`config.mk`:
```
export PLATFORM = sky130hd
export DESIGN_NAME = bfm_queue
export DESIGN_NICKNAME = d
export VERILOG_FILES = /design/src/rtl/core/bfm_pkg.sv /design/src/rtl/core/bfm_queue.sv
export SDC_FILE = /design/constraint.sdc
export NUM_CORES = 1
export LEC_CHECK = 0
export BUFFER_PORTS_ARGS = -buffer_cell sky130_fd_sc_hd__buf_4
export CORE_MARGIN = 4
export CORE_UTILIZATION = 35
export CTS_BUF_LIST = sky130_fd_sc_hd__clkbuf_8
export DETAILED_ROUTE_END_ITERATION = 10
export GPL_TIMING_DRIVEN = 0
export HOLD_SLACK_MARGIN = 0.05
export PLACE_DENSITY = 0.51
export SLEW_MARGIN = 25
export SYNTH_ARGS = -nofsm -noshare
export SYNTH_HDL_FRONTEND = slang
export SYNTH_SLANG_ARGS = --single-unit
```
`constraint.sdc`:
```
create_clock -name clock -period 4.4 [get_ports clock]
set_input_delay 0.88 -clock clock [delete_from_list [all_inputs] [get_ports clock]]
set_output_delay 0.88 -clock clock [all_outputs]
set_load 0.005 [all_outputs]
```
`src/rtl/core/bfm_pkg.sv`:
```
// Shared types, codes and constants of the Bloom filter bank.
package bfm_pkg;

   localparam int DEF_NUM_FILTERS     = 4;
   localparam int DEF_MAX_FILTER_BITS = 65536;
   localparam int DEF_MAX_KEY_BYTES   = 64;

   localparam int QUEUE_DEPTH = 4;

   localparam logic [63:0] MIX_MUL   = 64'hc6a4a7935bd1e995;
   localparam int          MIX_SHIFT = 47;

   localparam int CSR_DATA_W = 17;

   localparam logic [6:0]  RST_KEY_BYTES   = 7'd32;
   localparam logic [4:0]  RST_HASH_COUNT  = 5'd3;
   localparam logic [16:0] RST_FILTER_BITS = 17'd65536;

   typedef enum logic [1:0] {
      CMD_INSERT = 2'd0,
      CMD_QUERY  = 2'd1,
      CMD_LOAD   = 2'd2,
      CMD_NONE   = 2'd3
   } cmd_type;

   typedef enum logic [1:0] {
      CSR_KEY_BYTES   = 2'd0,
      CSR_HASH_COUNT  = 2'd1,
      CSR_FILTER_BITS = 2'd2,
      CSR_UNUSED      = 2'd3
   } csr_index_type;

   // One unit of work handed from the front to the back.
   typedef struct packed {
      logic        is_load;
      logic        is_query;
      logic [1:0]  sel;
      logic [12:0] offset;
      logic [7:0]  data;
   } job_type;

endpackage

```
`src/rtl/core/bfm_queue.sv`:
```
// Short request queue between the front and the back.
module bfm_queue
   import bfm_pkg::*;
(
   input  logic    clock,
   input  logic    reset,
   input  logic    push,
   input  job_type push_data,
   output logic    full,
   input  logic    pop,
   output job_type pop_data,
   output logic    empty
);

   localparam int PTR_W = $clog2(QUEUE_DEPTH);
   localparam int CNT_W = $clog2(QUEUE_DEPTH + 1);

   job_type            slot_ff [QUEUE_DEPTH];
   logic [PTR_W-1:0]   wr_ptr_ff, wr_ptr_in;
   logic [PTR_W-1:0]   rd_ptr_ff, rd_ptr_in;
   logic [CNT_W-1:0]   count_ff, count_in;
   logic               do_push, do_pop;

   assign full     = (count_ff == CNT_W'(QUEUE_DEPTH));
   assign empty    = (count_ff == '0);
   assign pop_data = slot_ff[rd_ptr_ff];
   assign do_push  = push && !full;
   assign do_pop   = pop && !empty;

   always_comb begin
      wr_ptr_in = wr_ptr_ff;
      rd_ptr_in = rd_ptr_ff;
      count_in  = count_ff;
      if (do_push) begin
         wr_ptr_in = (wr_ptr_ff == PTR_W'(QUEUE_DEPTH - 1)) ? '0 : wr_ptr_ff + PTR_W'(1);
      end
      if (do_pop) begin
         rd_ptr_in = (rd_ptr_ff == PTR_W'(QUEUE_DEPTH - 1)) ? '0 : rd_ptr_ff + PTR_W'(1);
      end
      if (do_push && !do_pop) begin
         count_in = count_ff + CNT_W'(1);
      end else if (do_pop && !do_push) begin
         count_in = count_ff - CNT_W'(1);
      end
   end

   always_ff @(posedge clock) begin
      if (do_push) begin
         slot_ff[wr_ptr_ff] <= push_data;
      end
   end

   always_ff @(posedge clock) begin
      if (reset) begin
         wr_ptr_ff <= '0;
         rd_ptr_ff <= '0;
         count_ff  <= '0;
      end else begin
         wr_ptr_ff <= wr_ptr_in;
         rd_ptr_ff <= rd_ptr_in;
         count_ff  <= count_in;
      end
   end

endmodule

```
## Word-level counts from Yosys, hierarchy flattened

Memories as Yosys holds them, arrays and structs flattened. A register that Yosys moved wholly into a read port is not among the register bits.
Cells that the tools add are included.

| cells by class | value |
|---|---|
| add/subtract/negate cells | 4 |
| eq/ne operators | 3 |
| multiplexer cells | 8 |
| reduce and logical (&&, ||, !) cells | 10 |

Operators with widths:

| kind | count |
|---|---|
| $mux 2 | 4 |
| $mux 3 | 2 |
| $add 2x1->2 const B | 2 |
| $eq 2x2->1 const B | 2 |
| $logic_and 1x1->1 | 4 |
| $logic_not 1->1 | 4 |
| $add 3x1->3 const B | 1 |
| $eq 3x3->1 const B | 1 |
| $logic_not 3->1 | 1 |
| $sub 3x1->3 const B | 1 |
| $mux 1 | 2 |
| $reduce_bool 2->1 | 1 |

| word-level totals | value |
|---|---|
| flip-flop bits (word level) | 7 |
| bits in writable memories | 100 |
| input port bits | 29 |
| output and inout bits | 27 |
| word-level logic and storage cells | 29 |
| memories kept | 1 |

Memory list:

| name | depth | width | rd ports | clocked after memory_dff | wr ports | RTL line | source |
|---|---|---|---|---|---|---|---|
| slot_ff | 4 | 25 | 1 | 1 | 1 | bfm_queue.sv:18 | `job_type slot_ff [QUEUE_DEPTH];` |

## Depth between registers and ports, before layout

| depth | value |
|---|---|
| depth after elaboration | 7 |
| gate-level depth with buffers | 10 |
| gate-level depth less buffers | 9 |

## Worst setup path before layout

OpenSTA, ideal clock, no wires.

| path | value |
|---|---|
| path kind | input port to flip-flop |
| start | in push |
| end | reg count_ff[2] |
| library setup time | 0.070 ns |
| data arrival time | 2.313 ns |
| required time | 4.330 ns |
| slack | 2.017 ns |
| cell stages on the path | 8 |
| path buffers | 0 |
| path through | inv_1 nor2_2 ha_1 inv_1 fa_1 xor2_1 or3_2 a21oi_1 |

| on the way | value |
|---|---|
| longest elaborated chain between the ends | 4 |
| elaborated cells on any way between the ends | 6 |
| classes of those cells | mux (1); reduce/logical (5) |

RTL lines:

| what | RTL line | source |
|---|---|---|
| start, declared | bfm_queue.sv:7 | `input logic push,` |
| $logic_and 1x1->1 * | bfm_queue.sv:27 | `assign do_push = push && !full;` |
| named net do_push | bfm_queue.sv:22 | `logic do_push, do_pop;` |
| $logic_not 1->1 | bfm_queue.sv:42 | `end else if (do_pop && !do_push) begin` |
| $logic_and 1x1->1 | bfm_queue.sv:42 |  |
| $reduce_bool 2->1 (no source line) | - |  |
| end signal, assigned | bfm_queue.sv:61 | `count_ff <= count_in;` |
| end, declared | bfm_queue.sv:21 | `logic [CNT_W-1:0] count_ff, count_in;` |

The timed path passes the listed nets; every way through them passes the cells marked *.
A chain may end at the register's enable or synchronous reset.

==> run summary <==
Die width: 116 um
Via count: 1882
Root Buffer: clkbuf_8
Min-delay src: rd_ptr_ff[0]
Final critical-path share of the clock period: 62.9%
Multi-input gate area: 840 um2
Total GRT Usage: 10.9%
Core ar.: 0.0115 mm2
Max incr delay on CP: 0.37 ns
Final Instance Count excl. Fillers: 394
Slowest-stage cell, CP: mux4_2
DRC viols: 0
Routed Antenna Nets: 0
Cell variety after synth: 26
Vias per std cell: 4.78
I/O Buffers: 54
Final RePlAce weighted congestion: 0.663
Syn Inst Count: 181
Layout Skew: 0.00723 ns
Drt wl/cell: 17.6 um
Syn nets: 217
Clock latency at the later pin of the worst-skew pair: 0.36 ns
Sequential area share after synthesis: 77.6%
Final hold violations: 0
First-pass GRT wire length: 10.6 mm
Leak pwr: 1.67 nW
Post-Route WL: 6.95 mm
CTS HTree Levels: 3
Status: finished clean
CP Class: reg2out
Initial antenna violation count: 0
Full die area: 0.0135 mm2
Share of layout cells above drive strength 1: 43.4%
Fin. max-slew vios: 0
CTS sink count: 109
CTS Hold Bufs: 0
Register bit total from synthesis: 109
Starting Density: 35.8%
Fill count: 1020
Max Cap Viol: 0
Start of the worst register-to-register path: count_ff[0]
Clock transition at path regs: 0.10 ns
Max Clk Rate: 361 MHz
Pwr dens: 513 mW/mm2
Crit start category: flop
Post-Syn Area: 0.00410 mm2
Setup total negative slack: 0 ns
Post-place instance area: 0.00469 mm2
Post-detail-place hpwl: 4.29 mm
RSZ-0062 raised after global routing: false
Required time of the critical path: 3.52 ns
Syn Area/Cell: 22.7 um2
Setup WS pre-CTS: 1.79 ns
1st-iter DRT viols: 68
Layout Nets: 282
ANT cells: 0
Area grow syn2layout: 19.1%
Clock buffer depth: 2
Drt first pass iters: 4
CTS tree: built
Largest net degree at the start of global routing: 26
TritonCTS buffer count: 9
Storage element area: 0.00318 mm2
Top Ports: 56
Relative slew slack: 51.6%
Max FO, Critical Path: 10
Critical Path, Cell by Cell: clkbuf_1 > buf_2 > mux4_2 > buf_4
Fin crit period: 2.77 ns
Worst VDD drop: 0.269 mV
Die Ht: 116 um
GR Overflow Total: 0
Row count: 39
Post-CTS setup buffer count: 0
Vias in the first global route: 1927
CP endpoint kind: primary output
Worst Path Arrival: 1.89 ns
Final setup violation count: 0
Total placed cells including tap cells: 378
Setup ws final: 1.63 ns
Hold/Removal Path Class: reg2reg
Final instance area: 0.00489 mm2
Warnings, synthesis: 0
Post-CTS Resized: 0
Slew of the pin with the lowest slew margin: 0.725 ns
==> cells by family after synthesis <==
group / count (synthesis) / synth area share (%)
buffers and inverters: 13 / 1.92
adder cells (fa/ha/maj): 7 / 2.32
AO/OA/AOI/OAI: 7 / 1.22
multiplexers: 27 / 14.2
AND/OR/NAND/NOR: 16 / 2.29
XOR/XNOR: 2 / 0.427
flip-flops: 109 / 77.6
==> worst paths after layout <==
path / end / slack (ns) / cells after the start
worst max-delay path: pop_data[8] / 1.63 / 4
worst min-delay path: rd_ptr_ff[0] / 0.50 / 2
worst max register to register: count_ff[2] / 2.09 / 10
worst min register to register: rd_ptr_ff[0] / 0.50 / 2
==> placed cells by master (no fill, tap or decap), types with 2 or more instances in the layout <==
cell type | synthesis | final
edfxtp_1 | 100 | 100
clkbuf_1 | 2 | 2
buf_4 | 2 | 56
xor2_1 | 2 | 2
clkbuf_8 | 0 | 10
nor2_1 | 3 | 3
buf_2 | 2 | 2
dfxtp_1 | 9 | 9
nand3_1 | 2 | 2
a21oi_1 | 3 | 3
nor3_1 | 2 | 2
inv_1 | 4 | 5
buf_6 | 2 | 2
mux2i_1 | 2 | 2
ha_1 | 6 | 6
o31ai_2 | 2 | 2
clkinvlp_4 | 0 | 2
mux4_2 | 25 | 25
and3_2 | 4 | 4
==> state kept, by name, indices dropped and copies added, names as in the netlist, named ones only <==
| signal | cells |
|---|---|
| count_ff | 3 |
| wr_ptr_ff | 2 |
| rd_ptr_ff | 2 |
| slot_ff | 100 |
==> synthesized netlist by cell type <==
master    count  area [um2]
edfxtp_1    100        3000
mux4_2       25         563
dfxtp_1       9         180
ha_1          6        75.1
and3_2        4        30.0
inv_1         4        15.0
a21oi_1       3        15.0
nor2_1        3        11.3
buf_2         2        10.0
buf_4         2        15.0
buf_6         2        22.5
clkbuf_1      2        7.51
mux2i_1       2        20.0
nand3_1       2        10.0
nor3_1        2        10.0
o31ai_2       2        25.0
xor2_1        2        17.5
clkinv_4      1        8.76
fa_1          1        20.0
nand2_1       1        3.75
nor2_2        1        6.26
o21ai_0       1        5.00
o21ai_1       1        5.00
or3_1         1        6.26
or3_2         1        7.51
or3b_1        1        8.76
==> power breakdown <==
part | leakage, nW | internal, W | total, W | switching, W
registers | 0.990 | 0.00125 | 0.00129 | 0.0000389
clock network | 0.100 | 0.000278 | 0.000596 | 0.000318
logic | 0.579 | 0.000347 | 0.000617 | 0.000271
==> stage by stage <==
step | hold WS, ns | util (%) | total power (W)
final | 0.505 | 42.6 | 0.00251
after detailed placement | 0.487 | 40.9 | 0.00196
after global placement | 0.482 | 40.9 | 0.00195
after global routing | 0.535 | 42.6 | 0.00265
after CTS | 0.506 | 42.6 | 0.00256
after floorplan | 0.463 | - | 0.00168
==> layout make-up <==
cell class / count / share of cell area [%]
plain buffers: 8 / 1.13
clock buffers: 10 / 2.82
clock inverters: 6 / 1.28
inverters: 5 / 0.487
multi-input cells: 59 / 17.2
flip-flops and latches: 109 / 65.1
well taps: 143 / 3.66
repair buffers: 54 / 8.30
==> routing by layer <==
layer  GRT usage, %  wire length [um]  vias up
met5              0                 0        -
met4           2.78                75        0
met3           4.66               426        8
met2           17.1              3460       45
met1           14.0              2980      962
li1               -                 -      867
==> critical path: cells and delay by family, from the launching register on <==
family,cells,cell delay (ns)
buffers and inverters,3,0.84
flip-flops,1,0.32
multiplexers,1,0.37
(Power assumes the default switching activity.)
