===== config.mk =====
export PLATFORM = sky130hd
export DESIGN_NAME = bfm_hash
export DESIGN_NICKNAME = d
export VERILOG_FILES = /design/src/rtl/core/bfm_pkg.sv /design/src/rtl/core/bfm_hash.sv
export SDC_FILE = /design/constraint.sdc
export NUM_CORES = 2
export LEC_CHECK = 0
export BUFFER_PORTS_ARGS = -buffer_cell sky130_fd_sc_hd__buf_2
export CORE_MARGIN = 1
export CORE_UTILIZATION = 33
export CTS_BUF_LIST = sky130_fd_sc_hd__clkbuf_8
export CTS_CLUSTER_DIAMETER = 80
export CTS_CLUSTER_SIZE = 14
export DETAILED_ROUTE_END_ITERATION = 16
export GPL_ROUTABILITY_DRIVEN = 0
export PLACE_DENSITY = 0.51
export RECOVER_POWER = 50
export SYNTH_ARGS = -nofsm -noshare
export SYNTH_HDL_FRONTEND = slang
export SYNTH_SLANG_ARGS = --single-unit
export TNS_END_PERCENT = 50

===== constraint.sdc =====
create_clock -name clock -period 11.65 [get_ports clock]
set_input_delay 1.7475 -clock clock [delete_from_list [all_inputs] [get_ports clock]]
set_output_delay 1.7475 -clock clock [all_outputs]
set_load 0.005 [all_outputs]

===== src/rtl/core/bfm_pkg.sv =====
// Shared types, codes and constants of the Bloom filter bank.
package bfm_pkg;

   localparam int DEF_NUM_FILTERS     = 4;
   localparam int DEF_MAX_FILTER_BITS = 65536;
   localparam int DEF_MAX_KEY_BYTES   = 64;

   localparam int QUEUE_DEPTH = 4;

   localparam logic [63:0] MIX_MUL   = 64'hc6a4a7935bd1e995;
   localparam int          MIX_SHIFT = 47;

   localparam int CSR_DATA_W = 17;

   localparam logic [6:0]  RST_KEY_BYTES   = 7'd32;
   localparam logic [4:0]  RST_HASH_COUNT  = 5'd3;
   localparam logic [16:0] RST_FILTER_BITS = 17'd65536;

   typedef enum logic [1:0] {
      CMD_INSERT = 2'd0,
      CMD_QUERY  = 2'd1,
      CMD_LOAD   = 2'd2,
      CMD_NONE   = 2'd3
   } cmd_type;

   typedef enum logic [1:0] {
      CSR_KEY_BYTES   = 2'd0,
      CSR_HASH_COUNT  = 2'd1,
      CSR_FILTER_BITS = 2'd2,
      CSR_UNUSED      = 2'd3
   } csr_index_type;

   // One unit of work handed from the front to the back.
   typedef struct packed {
      logic        is_load;
      logic        is_query;
      logic [1:0]  sel;
      logic [12:0] offset;
      logic [7:0]  data;
   } job_type;

endpackage


===== src/rtl/core/bfm_hash.sv =====
// Sequenced MurmurHash64A unit with a bit-serial reduction modulo the filter size.
module bfm_hash
   import bfm_pkg::*;
#(
   parameter int KEY_WORDS = 8,
   parameter int KW_AW = 3,
   parameter int LEN_W = 7,
   parameter int FB_W = 17,
   parameter int POS_W = 16
) (
   input  logic             clock,
   input  logic             reset,
   input  logic             start,
   input  logic [4:0]       seed,
   input  logic [LEN_W-1:0] len,
   input  logic [FB_W-1:0]  fb,
   output logic [KW_AW-1:0] kb_raddr,
   input  logic [63:0]      kb_rdata,
   output logic             done,
   output logic [POS_W-1:0] pos
);

   localparam int IDX_W = $clog2(KEY_WORDS + 1);

   typedef enum logic [6:0] {
      H_IDLE = 7'b0000001,
      H_MUL  = 7'b0000010,
      H_POST = 7'b0000100,
      H_WORD = 7'b0001000,
      H_KEY  = 7'b0010000,
      H_TAIL = 7'b0100000,
      H_DIV  = 7'b1000000
   } hstate_type;

   typedef enum logic [5:0] {
      P_LEN  = 6'b000001,
      P_K1   = 6'b000010,
      P_K2   = 6'b000100,
      P_H    = 6'b001000,
      P_TAIL = 6'b010000,
      P_F1   = 6'b100000
   } phase_type;

   hstate_type       state_ff, state_in;
   phase_type        phase_ff, phase_in;
   logic [63:0]      h_ff, h_in;
   logic [63:0]      a_ff, a_in;
   logic [63:0]      acc_ff, acc_in;
   logic [1:0]       mstep_ff, mstep_in;
   logic [IDX_W-1:0] idx_ff, idx_in;
   logic [5:0]       cnt_ff, cnt_in;
   logic [FB_W-1:0]  rem_ff, rem_in;
   logic             done_ff, done_in;
   logic [31:0]      op_a, op_b;
   logic [63:0]      prod, acc_mix, h_mix, tail_mask, tail_word;
   logic [FB_W:0]    rem_sh;
   logic [2:0]       tail;

   assign tail = len[2:0];
   assign op_a = (mstep_ff == 2'd2) ? a_ff[63:32] : a_ff[31:0];
   assign op_b = (mstep_ff == 2'd1) ? MIX_MUL[63:32] : MIX_MUL[31:0];
   assign prod = op_a * op_b;
   assign acc_mix = acc_ff ^ (acc_ff >> MIX_SHIFT);
   assign h_mix   = h_ff ^ (h_ff >> MIX_SHIFT);
   assign rem_sh  = {rem_ff, h_ff[63]};
   assign kb_raddr = idx_ff[KW_AW-1:0];
   assign done = done_ff;
   assign pos  = rem_ff[POS_W-1:0];

   always_comb begin
      for (int j = 0; j < 8; j++) begin
         tail_mask[8*j +: 8] = (3'(j) < tail) ? 8'hff : 8'h00;
      end
   end

   assign tail_word = h_ff ^ (kb_rdata & tail_mask);

   always_comb begin
      state_in = state_ff;
      phase_in = phase_ff;
      h_in     = h_ff;
      a_in     = a_ff;
      acc_in   = acc_ff;
      mstep_in = mstep_ff;
      idx_in   = idx_ff;
      cnt_in   = cnt_ff;
      rem_in   = rem_ff;
      done_in  = 1'b0;
      unique case (state_ff)
         H_IDLE: begin
            if (start) begin
               a_in     = 64'(len);
               phase_in = P_LEN;
               mstep_in = 2'd0;
               state_in = H_MUL;
            end
         end
         H_MUL: begin
            // Low 64 bits of a 64x64 product from three 32x32 partial products.
            if (mstep_ff == 2'd0) begin
               acc_in = prod;
            end else begin
               acc_in = {acc_ff[63:32] + prod[31:0], acc_ff[31:0]};
            end
            if (mstep_ff == 2'd2) begin
               mstep_in = 2'd0;
               state_in = H_POST;
            end else begin
               mstep_in = mstep_ff + 2'd1;
            end
         end
         H_POST: begin
            unique case (phase_ff)
               P_LEN: begin
                  h_in     = 64'(seed) ^ acc_ff;
                  idx_in   = '0;
                  state_in = H_WORD;
               end
               P_K1: begin
                  a_in     = acc_mix;
                  phase_in = P_K2;
                  state_in = H_MUL;
               end
               P_K2: begin
                  a_in     = h_ff ^ acc_ff;
                  phase_in = P_H;
                  state_in = H_MUL;
               end
               P_H: begin
                  h_in     = acc_ff;
                  idx_in   = idx_ff + IDX_W'(1);
                  state_in = H_WORD;
               end
               P_TAIL: begin
                  h_in     = acc_ff;
                  a_in     = acc_mix;
                  phase_in = P_F1;
                  state_in = H_MUL;
               end
               P_F1: begin
                  h_in     = acc_mix;
                  cnt_in   = '0;
                  rem_in   = '0;
                  state_in = H_DIV;
               end
               default: begin
                  state_in = H_IDLE;
               end
            endcase
         end
         H_WORD: begin
            if (32'(idx_ff) < 32'(len >> 3)) begin
               state_in = H_KEY;
            end else if (tail != 3'd0) begin
               state_in = H_TAIL;
            end else begin
               a_in     = h_mix;
               phase_in = P_F1;
               state_in = H_MUL;
            end
         end
         H_KEY: begin
            a_in     = kb_rdata;
            phase_in = P_K1;
            state_in = H_MUL;
         end
         H_TAIL: begin
            h_in     = tail_word;
            a_in     = tail_word;
            phase_in = P_TAIL;
            state_in = H_MUL;
         end
         H_DIV: begin
            // Restoring reduction, one hash bit per cycle, most significant first.
            if (rem_sh >= {1'b0, fb}) begin
               rem_in = FB_W'(rem_sh - {1'b0, fb});
            end else begin
               rem_in = rem_sh[FB_W-1:0];
            end
            h_in   = {h_ff[62:0], 1'b0};
            cnt_in = cnt_ff + 6'd1;
            if (cnt_ff == 6'd63) begin
               done_in  = 1'b1;
               state_in = H_IDLE;
            end
         end
         default: begin
            state_in = H_IDLE;
         end
      endcase
   end

   always_ff @(posedge clock) begin
      h_ff     <= h_in;
      a_ff     <= a_in;
      acc_ff   <= acc_in;
      idx_ff   <= idx_in;
      cnt_ff   <= cnt_in;
      rem_ff   <= rem_in;
      phase_ff <= phase_in;
   end

   always_ff @(posedge clock) begin
      if (reset) begin
         state_ff <= H_IDLE;
         mstep_ff <= 2'd0;
         done_ff  <= 1'b0;
      end else begin
         state_ff <= state_in;
         mstep_ff <= mstep_in;
         done_ff  <= done_in;
      end
   end

endmodule


## After elaboration in Yosys (flattened, before gate mapping)

Index checks and enable logic that the tools add are counted.

- Bits in registers: 235
- Bits in latches: 0
- RAM bits: 0
- Bits in read-only memories: 0
- Input port bits: 96
- Output and inout port bits: 20
- Word-level logic and storage cells: 120
- Memories kept: 0

- $add $sub $neg: 5
- Multiply operators: 1
- Div/mod/pow operators: 0
- Order comparisons: 10
- Eq/ne operators: 25
- Shift-type cells: 0
- Muxes and demuxes: 40
- Bitwise gates (word level): 7
- Reduce and logical (&&, ||, !) cells: 21

Operators with widths:

| operator | number |
|---|---|
| $pmux W64 S3 | 2 |
| $pmux W64 S5 | 1 |
| $mux W64 | 4 |
| $pmux W64 S2 | 1 |
| $xor A64 B17 Y64 | 2 |
| $xor A64 B64 Y64 | 2 |
| $and A64 B64 Y64 | 1 |
| $mul A32 B32 Y64 | 1 |
| $mux W32 | 2 |
| $mux W8 | 8 |
| $xor A5 B64 Y64 | 1 |
| $pmux W7 S6 | 1 |
| $mux W6 | 6 |
| $mux W17 | 2 |
| $pmux W17 S2 | 1 |
| $add A32 B32 Y32 | 1 |
| $pmux W6 S5 | 1 |
| $mux W7 | 3 |
| $pmux W7 S3 | 1 |
| $ge A18 B17 Y1 | 1 |
| $pmux W6 S3 | 1 |
| $sub A17 B17 Y17 | 1 |
| $eq A6 B6 Y1 const B | 2 |
| $lt A3 B3 Y1 const A | 4 |
| 38 further kinds | 59 |

## Logic depth before layout (Yosys ltp)

- Depth in word-level cells: 5
- Depth in mapped cells: 42
- Mapped depth without buffers: 40

## Worst setup path before layout

Ideal clock, no wire load.

- Path type: register to register
- Start: reg mstep_ff[1]
- End: reg acc_ff[63] (data pin)
- Setup time: 0.268 ns
- Arrival: 9.365 ns
- Required time: 11.382 ns
- Path slack: 2.017 ns
- Stages on the path, launching flop included: 42
- Period minus slack after synthesis: 9.633 ns
- Path through: dfxtp_1 -> nor2b_1 -> clkbuf_1 -> clkbuf_1 -> clkbuf_1 -> mux2i_1 -> inv_1 -> nand2_1 -> inv_1 -> ha_1 -> inv_1 -> fa_1 -> inv_1 -> fa_1 -> inv_1 -> fa_1 -> inv_1 -> ha_1 -> [6 not listed] -> a311o_1 -> a21oi_1 -> nor2b_1 -> o21a_1 -> o21ai_1 -> nand2b_1 -> a21oi_1 -> xnor2_1 -> ha_1 -> a21o_1 -> a21oi_1 -> nor2_1 -> a21oi_1 -> o31ai_1 -> o41ai_1 -> o21ai_0 -> xnor2_1 -> mux2i_1

- Longest elaborated chain between the ends: 5
- Elaborated cells between the ends (all ways): 8

Ends and longest elaborated chain:

| what | line | RTL |
|---|---|---|
| start: declaration | bfm_hash.sv:49 | `logic [1:0] mstep_ff, mstep_in;` |
| start signal: assignment | bfm_hash.sv:210 | `mstep_ff <= mstep_in;` |
| $eq A2 B2 Y1 / $eq A2 B1 Y1 (equally long branches) | bfm_hash.sv:60, bfm_hash.sv:61 |  |
| $mux W32, on equally long branches | bfm_hash.sv:60, bfm_hash.sv:61 |  |
| $mul A32 B32 Y64 (*) | bfm_hash.sv:62 | `assign prod = op_a * op_b;` |
| via prod[23] | bfm_hash.sv:55 | `logic [63:0] prod, acc_mix, h_mix, tail_mask, tail_word;` |
| $add A32 B32 Y32 (*) | bfm_hash.sv:103 | `acc_in = {acc_ff[63:32] + prod[31:0], acc_ff[31:0]};` |
| $mux W64 (*) | bfm_hash.sv:100 | `if (mstep_ff == 2'd0) begin` |
| end signal: assignment | bfm_hash.sv:196 | `acc_ff <= acc_in;` |
| end: declaration | bfm_hash.sv:48 | `logic [63:0] acc_ff, acc_in;` |

Mark *: on every way through the listed nets, which the timed path passes. The rest lies on a longest branch.
A chain may end at the register's enable or synchronous reset.

## Worst setup path after layout

- Start: reg mstep_ff[1]
- End: reg acc_ff[62] (data pin)

Same word-level chain as after synthesis.

==> flow_metrics.env <==
export IMPL_hold_viol=0
export IMPL_cp_common_cell="fa_1"
export IMPL_avgRoutedWirePerCell_um=24.02
export IMPL_avgSynthCellArea_um2=9.587
export IMPL_setup_tns_ns=0
export IMPL_holdBufCountCts=0
export IMPL_clkTransAtPathRegs_ns=0.11
export IMPL_hpwl_mm=116.3
export IMPL_synth_fa_ha_area_frac=0.4536
export IMPL_violations="capacitance limit, slew limit"
export IMPL_seq_area_frac_synth=0.1759
export IMPL_cts_buffer_depth=3
export IMPL_rsz0062_at_grt="no"
export IMPL_synthArstFlopShare=0
export IMPL_hold_path_startpoint="cnt_ff[0]"
export IMPL_drtIter0Drc=2786
export IMPL_fin_crit_ns=11.14
export IMPL_antenna_found_initial=6
export IMPL_rr_startpoint="mstep_ff[1]"
export IMPL_area_growth_pct=6.222
export IMPL_postCtsSetupBuffers=0
export IMPL_post_cts_resized=0
export IMPL_setup_worst_path_start="mstep_ff[1]"
export IMPL_die_w_um=348.2
export IMPL_startpoint_type="flip-flop"
export IMPL_status="complete, but fails checks"
export IMPL_critPathKind="reg2reg"
export IMPL_drc=0
export IMPL_nNetsFinal=5297
export IMPL_synth_simple_gate_area_frac=0.09344
export IMPL_worstPathMaxFanout=13
export IMPL_worstPathRequired_ns=12.01
export IMPL_ys_types=80
export IMPL_setup_viol=0
export IMPL_slew_viol_final=404
export IMPL_io_pin_count=116
export IMPL_grt_pass1_vias=30230
export IMPL_worstMarginPinSlew_ns=3.686
export IMPL_cp_arrival_ns=11.50
export IMPL_cts_tree="yes"
export IMPL_slowest_stage="mux2i_1"
export IMPL_cts_num_sinks=235
export IMPL_clock_latency_ns=0.59
export IMPL_drive_above_1_share=0.05184
export IMPL_fin_crit_sh=0.9561
export IMPL_maxSlewHeadroom=-1.457
export IMPL_cts_root_buffer="clkbuf_8"
export IMPL_num_vias=29820
export IMPL_die_y_um=348.2
export IMPL_syn_area_mm2=0.03955
export IMPL_clock_skew_ns=0.04180
export IMPL_core_region_area_mm2=0.1184
export IMPL_cp_end_kind="flip-flop"
export IMPL_num_rows=126
export IMPL_final_util=0.3549
export IMPL_max_freq_ghz=0.08978
export IMPL_postSynthCellCount=4126
export IMPL_antenna_left=0
export IMPL_synth_seq_cells=235
export IMPL_start_util=0.3341
export IMPL_via_per_inst=5.188
export IMPL_overflow=0
export IMPL_yosys_warnings=0
export IMPL_grt_max_degree=66
export IMPL_synth_compound_area_frac=0.1112
export IMPL_synthXorXnorAreaFrac=0.05115
export IMPL_die_area_mm2=0.1213
export IMPL_cts_buffers=20
export IMPL_routed_wirelength_mm=138.1
export IMPL_grt_pass1_wl_mm=206.5
export IMPL_max_stage_delay_ns=0.78
export IMPL_dr_pass1_iters=6
export IMPL_synthFlopType="edfxtp_1"
export IMPL_io_buffers=115
export IMPL_grtUsageTotal=0.2303
export IMPL_synth_top_family_by_area="adder cells"
export IMPL_yosys_mux_area_fraction=0.01832
export IMPL_synth_edff_count=225
export IMPL_drv_cap=10
export IMPL_hold_class="reg2reg"
export IMPL_h_tree_depth=1
[state kept, by name, indices dropped and copies added (netlist names)]
signal / cells
state_ff: 7
rem_ff: 17
acc_ff: 64
cnt_ff: 6
mstep_ff: 2
h_ff: 64
a_ff: 64
done: 1
phase_ff: 6
idx_ff: 4
[kinds of logic (layout without fill, tap and decap cells)]
family	count (synthesis)	count (layout)
other cells	2	8
flops	235	235
simple gates	839	839
compound gates	699	699
fa+ha+maj	1068	1068
mux	71	71
buf+inv	981	998
xor+xnor	231	231
[layout make-up]
cell class | count | area (µm²)
Tap cell | 1600 | 2002
Timing Repair Buffer | 155 | 825.8
Multi-Input combinational cell | 2914 | 28850
Clock inverter | 15 | 57.56
Fill cell | 12150 | 76380
Sequential cell | 235 | 6957
Antenna cell | 2 | 5.005
Inverter | 807 | 3029
Clock buffer | 21 | 289.0
[cell usage after synthesis (5+ instances only)]
| cell | count | area, µm² |
|---|---|---|
| a22oi_1 | 20 | 150.1 |
| a21o_1 | 75 | 563.0 |
| o21ai_0 | 178 | 890.9 |
| nor4_1 | 6 | 37.54 |
| o21a_1 | 13 | 97.59 |
| and3_1 | 22 | 137.6 |
| nand2_1 | 359 | 1348 |
| o31ai_1 | 9 | 67.56 |
| edfxtp_1 | 225 | 6756 |
| inv_1 | 804 | 3018 |
| o21bai_1 | 15 | 112.6 |
| a211oi_1 | 23 | 172.7 |
| clkbuf_1 | 132 | 495.5 |
| dfxtp_1 | 10 | 200.2 |
| or2_2 | 14 | 87.58 |
| a31o_2 | 5 | 43.79 |
| nor3b_1 | 8 | 60.06 |
| a21boi_0 | 7 | 52.55 |
| a21oi_1 | 230 | 1151 |
| nor2b_1 | 15 | 93.84 |
| xor2_1 | 124 | 1086 |
| nand3_1 | 69 | 345.3 |
| nor2_1 | 251 | 942.2 |
| nand4_1 | 19 | 118.9 |
| a221o_1 | 42 | 420.4 |
| nor3_1 | 19 | 95.09 |
| mux2i_1 | 60 | 600.6 |
| mux2_2 | 11 | 123.9 |
| fa_1 | 610 | 12210 |
| nand2b_1 | 17 | 106.4 |
| a221oi_1 | 14 | 122.6 |
| o21ai_1 | 8 | 40.04 |
| ha_1 | 458 | 5731 |
| xnor2_1 | 107 | 937.2 |
| nand3b_1 | 6 | 45.04 |
| o211ai_1 | 5 | 37.54 |
| buf_1 | 13 | 48.80 |
| and2_1 | 12 | 75.07 |
| a31oi_1 | 18 | 112.6 |
| buf_4 | 19 | 142.6 |
[per-stage QoR]
stage          worst slack [ns]  area, µm²  cells  hold slack (ns)
2_1_floorplan             2.017      39570   4130           0.5358
3_3_place_gp             0.6092      41740   5711           0.5913
3_5_place_dp             0.6661      41740   5711           0.5862
4_1_cts                  0.6070      42090   5747           0.6127
5_1_grt                 0.02084      42010   5747           0.6427
6_report                 0.5118      42020   5749           0.6226
[worst max-delay path, delay by kind of cell (launching register included)]
family                     cells  cell delay [ns]
adders and majority gates     10             4.78
DFF                            1             0.48
buffers and inverters          7             1.32
muxes                          1             0.78
and+or+nand+nor                6             1.65
AOI/OAI and AO/OA              7             1.58
xor gates and xnor gates       1             0.31
[worst paths after layout]
| check | end | slack, ns | cells past startpoint |
|---|---|---|---|
| max | acc_ff[62] | 0.51 | 32 |
| max reg2reg | acc_ff[62] | 0.51 | 32 |
| min | cnt_ff[0] | 0.62 | 1 |
| min reg2reg | cnt_ff[0] | 0.62 | 1 |
[per-layer routing]
layer,vias to the layer above,routed length [µm],global-route usage
met5,-,13,0
met4,2,4289,0.06104
met3,155,9463,0.02643
met2,1173,63140,0.3656
met1,15090,61180,0.3309
li1,13400,-,-
[cell usage in the layout, fill, tap and decap left out, types with 10 or more instances in the layout]
cell type  instances
inv_1            818
fa_1             610
ha_1             458
nand2_1          358
nor2_1           250
a21oi_1          230
edfxtp_1         225
o21ai_0          178
xor2_1           124
xnor2_1          107
buf_2            105
a21o_1            75
nand3_1           69
mux2i_1           60
a221o_1           42
buf_4             30
a211oi_1          23
and3_1            21
clkbuf_8          21
a22oi_1           20
clkbuf_1          20
nor3_1            19
nand4_1           19
a31oi_1           18
nand2b_1          16
o21bai_1          15
or2_2             14
a221oi_1          14
o21a_1            13
nor2b_1           13
mux2_2            10
and2_1            10
dfxtp_1           10
Power is not shown: default switching activity piles up to over one toggle a cycle in this logic, so the estimate is an artifact.
